`config.mk`:
```
export PLATFORM = sky130hd
export DESIGN_NAME = ppf_ctrl
export DESIGN_NICKNAME = d
export VERILOG_FILES = /design/src/ppf_pkg.sv /design/src/ppf_ctrl.sv
export SDC_FILE = /design/constraint.sdc
export NUM_CORES = 1
export LEC_CHECK = 0
export ABC_AREA = 1
export BUFFER_PORTS_ARGS = -buffer_cell sky130_fd_sc_hd__buf_2
export CAP_MARGIN = 20
export CORE_AREA = 2 2 39 41
export CTS_CLUSTER_DIAMETER = 150
export DETAILED_ROUTE_END_ITERATION = 8
export DIE_AREA = 0 0 41 43
export GPL_TIMING_DRIVEN = 0
export MAX_ROUTING_LAYER = met4
export SLEW_MARGIN = 0
export SYNTH_ARGS = -nofsm -noshare
export SYNTH_HDL_FRONTEND = slang
export SYNTH_SLANG_ARGS = --single-unit
```
`constraint.sdc`:
```
create_clock -name clk -period 0.8 [get_ports clk]
set_clock_uncertainty 0.15 [all_clocks]
set_input_delay 0.04 -clock clk [delete_from_list [all_inputs] [get_ports clk]]
set_output_delay 0.04 -clock clk [all_outputs]
set_load 0.05 [all_outputs]
```
`src/ppf_pkg.sv`:
```
// ----------------------------------------------------------------------------
// ppf_pkg: shared definitions for the projection profile peak finder
// Constants, register indexes, result kinds, controller states and the
// command and status words between controller and datapath.
// ----------------------------------------------------------------------------
package ppf_pkg;

  // Default sizes of the column memory and the row range.
  localparam int MAX_COLS_DEF = 1024;
  localparam int MAX_ROWS_DEF = 1024;

  // Configuration register widths and reset values.
  localparam int CFG_W   = 11;
  localparam int THR_W   = 8;
  localparam int IDX_W   = 2;
  localparam logic [THR_W-1:0] THR_RESET = 8'd125;
  localparam logic [CFG_W-1:0] LIM_RESET = 11'd1024;

  // Width of the clamped limits; holds any limit up to 4096.
  localparam int LIM_W   = 13;
  localparam int LIM_MIN = 2;

  // Result field widths.
  localparam int POS_W  = 10;
  localparam int KIND_W = 2;

  // Configuration register indexes.
  typedef enum logic [IDX_W-1:0] {
    REG_THRESHOLD = 2'd0,
    REG_COLS      = 2'd1,
    REG_ROWS      = 2'd2
  } reg_idx_t;

  // Result kinds.
  typedef enum logic [KIND_W-1:0] {
    KIND_ROW  = 2'd0,
    KIND_COL  = 2'd1,
    KIND_NONE = 2'd2
  } kind_t;

  // Controller states.
  typedef enum logic [1:0] {
    ST_CLEAR,
    ST_IDLE,
    ST_EXEC
  } state_t;

  // Commands from controller to datapath.
  typedef struct packed {
    logic clr_step;
    logic accept;
    logic exec;
  } ctrl_cmd_t;

  // Status from datapath to controller.
  typedef struct packed {
    logic clr_done;
  } ctrl_sts_t;

  // Saturate a size register into the range [2, maxv].
  function automatic logic [LIM_W-1:0] clamp_limit(input logic [CFG_W-1:0] v,
                                                   input int maxv);
    logic [LIM_W-1:0] ext;
    logic [LIM_W-1:0] maxl;
    ext  = LIM_W'(v);
    maxl = LIM_W'(maxv);
    if (ext < LIM_W'(LIM_MIN)) begin
      return LIM_W'(LIM_MIN);
    end else if (ext > maxl) begin
      return maxl;
    end
    return ext;
  endfunction

endpackage

```
`src/ppf_ctrl.sv`:
```
// ----------------------------------------------------------------------------
// ppf_ctrl: controller for the projection profile peak finder
// Runs the clearing pass after reset, then takes one word at a time and
// steps the datapath through an execute state for it.
// ----------------------------------------------------------------------------
module ppf_ctrl (
  input  logic              clk,
  input  logic              rst,
  input  logic              start,
  input  ppf_pkg::ctrl_sts_t sts,
  output logic              busy,
  output ppf_pkg::ctrl_cmd_t cmd
);

  ppf_pkg::state_t state;
  ppf_pkg::state_t state_next;

  // State register.
  always_ff @(posedge clk) begin
    if (rst) begin
      state <= ppf_pkg::ST_CLEAR;
    end else begin
      state <= state_next;
    end
  end

  // Next state.
  always_comb begin
    state_next = state;
    case (state)
      ppf_pkg::ST_CLEAR: begin
        if (sts.clr_done) state_next = ppf_pkg::ST_IDLE;
      end
      ppf_pkg::ST_IDLE: begin
        if (start) state_next = ppf_pkg::ST_EXEC;
      end
      ppf_pkg::ST_EXEC: begin
        state_next = ppf_pkg::ST_IDLE;
      end
      default: begin
        state_next = ppf_pkg::ST_CLEAR;
      end
    endcase
  end

  // Outputs.
  always_comb begin
    busy         = 1'b1;
    cmd.clr_step = 1'b0;
    cmd.accept   = 1'b0;
    cmd.exec     = 1'b0;
    case (state)
      ppf_pkg::ST_CLEAR: begin
        cmd.clr_step = 1'b1;
      end
      ppf_pkg::ST_IDLE: begin
        busy       = 1'b0;
        cmd.accept = start;
      end
      ppf_pkg::ST_EXEC: begin
        cmd.exec = 1'b1;
      end
      default: begin
        busy = 1'b1;
      end
    endcase
  end

endmodule

```
* Word level (Yosys, flattened, before mapping)
Cells that the tools add are included.
** Cells by class
- Equality and inequality tests :: 4
- Mux-type cells :: 7
- Reduce and logical (&&, ||, !) cells :: 2
** Operators with widths (count)
- $pmux W2 S3 :: 1
- $mux W1 :: 4
- $mux W2 :: 2
- $ne A2 B2 Y1 const B :: 2
- $eq A2 B1 Y1 const B :: 1
- $eq A2 B2 Y1 const B :: 1
- $logic_not A2 Y1 :: 1
- $reduce_and A2 Y1 :: 1
** Word-level totals
- Register bits after elaboration :: 2
- Bits of input ports :: 4
- Output and inout port bits :: 4
- Word-level logic and storage cells :: 14

* Depth between registers and ports, before layout
- Word-level depth :: 3
- Gate-level depth with buffers :: 4
- Mapped depth without buffers :: 4

* Worst setup path after synthesis
No wires, ideal clock.
- Path kind :: reg2out
- Start :: reg state[0]
- End :: out cmd[1] (netlist bit)
- Arrival :: 1.481 ns
- Required time :: 0.610 ns
- Setup slack :: -0.871 ns
- Stages on the path, launching flop included :: 3
- Path buffers :: 0
- Cells stage by stage :: dfxtp_1 nand2_1 nor2_1
** RTL lines
- start: declaration :: line ppf_ctrl.sv:15 : ppf_pkg::state_t state;
- start signal: assignment :: line ppf_ctrl.sv:21 : state <= ppf_pkg::ST_CLEAR;
- start signal: assignment :: line ppf_ctrl.sv:23 : state <= state_next;
- end: declaration :: line ppf_ctrl.sv:12 : output ppf_pkg::ctrl_cmd_t cmd

==> reports/qor.csv <==
stage;metric;value;unit
run_status;status;finished with violations;
run_status;failing checks;hold timing, setup timing;
synthesis;Synthesized Nets;19;
floorplanning;I/O pin total;8;
clock_network;Reg clk slew, reported paths;30;ps
power_and_ir_drop;pwr/cell area;1980;nW/um^2
finish;filler cell count;158;
synthesis;area leader, netlist;dfxtp_1;
synthesis;main combinational cell family by area after synthesis;simple AND/OR/NAND/NOR gates;
synthesis;cells after synthesis;15;
critical_path;type of destination of the critical path;output port;
power_and_ir_drop;sequential power share;0.227;
global_routing;first-pass GRT wire length;414;um
clock_network;Num CTS Buffers;3;
placement;Final GP Congestion;0.503;
sta;minimum clock period;1120;ps
flow_run;max_cap viols;0;
finish;layout cells sized above 1;0.714;
sta;Final WS setup;-322;ps
synthesis;Compound-Gate Fraction of Synth Area;0.0741;
critical_path;Crit path largest cell delay;350;ps
critical_path;WS Path Type;reg -> out;
power_and_ir_drop;Gate power share;0.297;
power_and_ir_drop;Pint;0.000359;W
critical_path;Startpoint Class;flip-flop;
synthesis;synth warn;0;
sta;final hold violations;2;
synthesis;Yosys reg bits;2;
finish;Final nets;33;
routing;DR pass1 iterations;1;
placement;PortBufs;7;
clock_network;clk_lat worst skew;230;ps
synthesis;ys flop type;dfxtp_1;
floorplanning;die area;1760;sq um
synthesis;EDFF count, synth;0;
synthesis;register area share after synthesis;0.395;
synthesis;post-synthesis mux area share;0;
synthesis;Yosys top cell area share;0.395;
floorplanning;number of cell rows;14;
finish;Most flops, register;state;
power_and_ir_drop;Net Sw Frac;0.322;
routing;DRT iter0 DRCs;0;
power_and_ir_drop;final total power;0.000529;W
critical_path;crit path from;state[1];
synthesis;Synth top cells by count;inv_1, nand2_1, nor2_1, dfxtp_1;
routing;final WL;277;um
synthesis;Unique masters post-synth;7;
critical_path;Crit path arrival time;930;ps
worst_hold_path;hold path startpoint;rst;
sta;slew of the pin with the lowest slew margin;146;ps
floorplanning;CORE AREA;1380;sq um
finish;Area growth syn-to-layout;164;%
finish;ANT cells;0;
sta;Final setup viols;6;
global_routing;initial antenna violation count;0;
critical_path;Worst R2R Start;state[1];
sta;Slew Viols, Final;0;
floorplanning;Die W;41;um
sta;RSZ-0062 raised after global routing;true;
critical_path;Crit path required time;610;ps
global_routing;gr ovfl total;0;
sta;Min Hold Slack;-161;ps
synthesis;Mean Syn Cell Area;6.76;sq um
global_routing;GRT Util Overall;0.0492;
synthesis;Synth Cell Area;101;sq um
synthesis;top post-synthesis cells by area;dfxtp_1, inv_1, nand2_1, nor2_1, nor3_2;
clock_network;H-tree depth;1;
floorplanning;initial core utilization;0.0732;
global_routing;vias in the first global route;143;
clock_network;CTS tree;built;
critical_path;worst path cell trace;inv_4 -> nand2_4 -> nor2_4 -> buf_6;
clock_network;CTS Sinks;2;
critical_path;buffers and inverters on the worst path;2;
clock_network;maximum clock path buffer count;2;
finish;Largest regs;state x2;
finish;Multi-input gate area;73.8;sq um
finish;number of flip-flops in the largest register;2;
global_routing;largest net degree at the start of global routing;5;
critical_path;Worst path slowest cell;dfxtp_4;
routing;Remaining DRCs;0;
power_and_ir_drop;Peak VDD IR;0.264;mV
sta;Worst slew margin;0.904;
synthesis;xor/xnor cell area share of the yosys netlist;0;
power_and_ir_drop;Clock power frac;0.476;
floorplanning;Chip Height;43;um
synthesis;Synth Area in Adders;0;
critical_path;maximum fanout along the worst path;3;
power_and_ir_drop;LEAKAGE;0.123;nW
routing;Avg WL per Cell;6.30;um
sta;Max Clock Freq;891;MHz
synthesis;fraction of registers with async set/reset;0;
synthesis;most common cell in the netlist;inv_1;
sta;period utilization;1.40;
critical_path;CP top delay family;flip-flops;
routing;post-route ant nets;0;
power_and_ir_drop;switching power total;0.000170;W
routing;DR vias/cell;3.11;
finish;FF/Latch Area;47.5;sq um
finish;final core occ;0.193;
synthesis;Synth Area in Simple Gates;0.383;
clock_network;CTS root buffer;clkbuf_4;
routing;Vias;137;
worst_hold_path;Hold Crit Class;in -> reg;
power by group through the flow:
| stage | clock network, W | logic [W] | registers [W] |
|---|---|---|---|
| floorplan | 0 | 0.0000912 | 0.000122 |
| global placement | 0 | 0.000116 | 0.000123 |
| detailed placement | 0 | 0.000116 | 0.000123 |
| CTS | 0.000270 | 0.000151 | 0.000122 |
| global route | 0.000272 | 0.000167 | 0.000121 |
| finish | 0.000252 | 0.000157 | 0.000120 |
worst paths after layout:
check	endpoint	slack, ps	cells after the start
worst max-delay path	cmd[1]	-320	4
worst min register to register	state[0]	400	2
worst min-delay path	state[1]	-160	2
worst max register to register	state[1]	-210	5
logic make-up after synthesis:
kind of cell,after synthesis
buffers and inverters,4
AND/OR/NAND/NOR,8
AO/OA/AOI/OAI,1
flip-flops,2
cells in the final DEF, fill, tap and decap left out, drive strengths merged:
cell / netlist / routed
buf: 0 / 9
clkbuf: 0 / 4
dfxtp: 2 / 2
inv: 4 / 4
o21a: 1 / 1
nand2: 3 / 3
nor3: 1 / 1
nor2: 4 / 4
final cells by class:
| cell class | instances | area share |
|---|---|---|
| repair buffers | 9 | 0.308 |
| multi-input cells | 9 | 0.276 |
| flip-flops and latches | 2 | 0.178 |
| clock buffers | 4 | 0.0981 |
| well taps | 16 | 0.0748 |
| inverters | 4 | 0.0654 |
timing repair:
action | in CTS | in global routing
endpoints found under the setup margin | 6 | 6
hold endpoints to repair | 2 | 2
setup buffers | 2 | 0
resized for setup | 8 | 4
pin swaps | 2 | 1
stage by stage:
stage,setup TNS [ps],instances,area [sq um],hold slack (ps),setup WS (ps)
floorplan,-724,15,134,-46.5,-262
global placement,-643,38,189,73.2,-224
detailed placement,-660,38,189,76.3,-223
CTS,-1530,44,255,-169,-351
global route,-1600,44,268,-164,-355
finish,-1410,44,268,-161,-322
routing by layer:
| layer | vias up | share of wire | track usage |
|---|---|---|---|
| li1 | 69 | - | - |
| met1 | 60 | 0.28 | 0.0223 |
| met2 | 6 | 0.58 | 0.0531 |
| met3 | 2 | 0.069 | 0.0157 |
| met4 | 0 | 0.069 | 0.140 |
| met5 | - | 0 | - |
No activity file was read; power rests on OpenSTA's default activity.
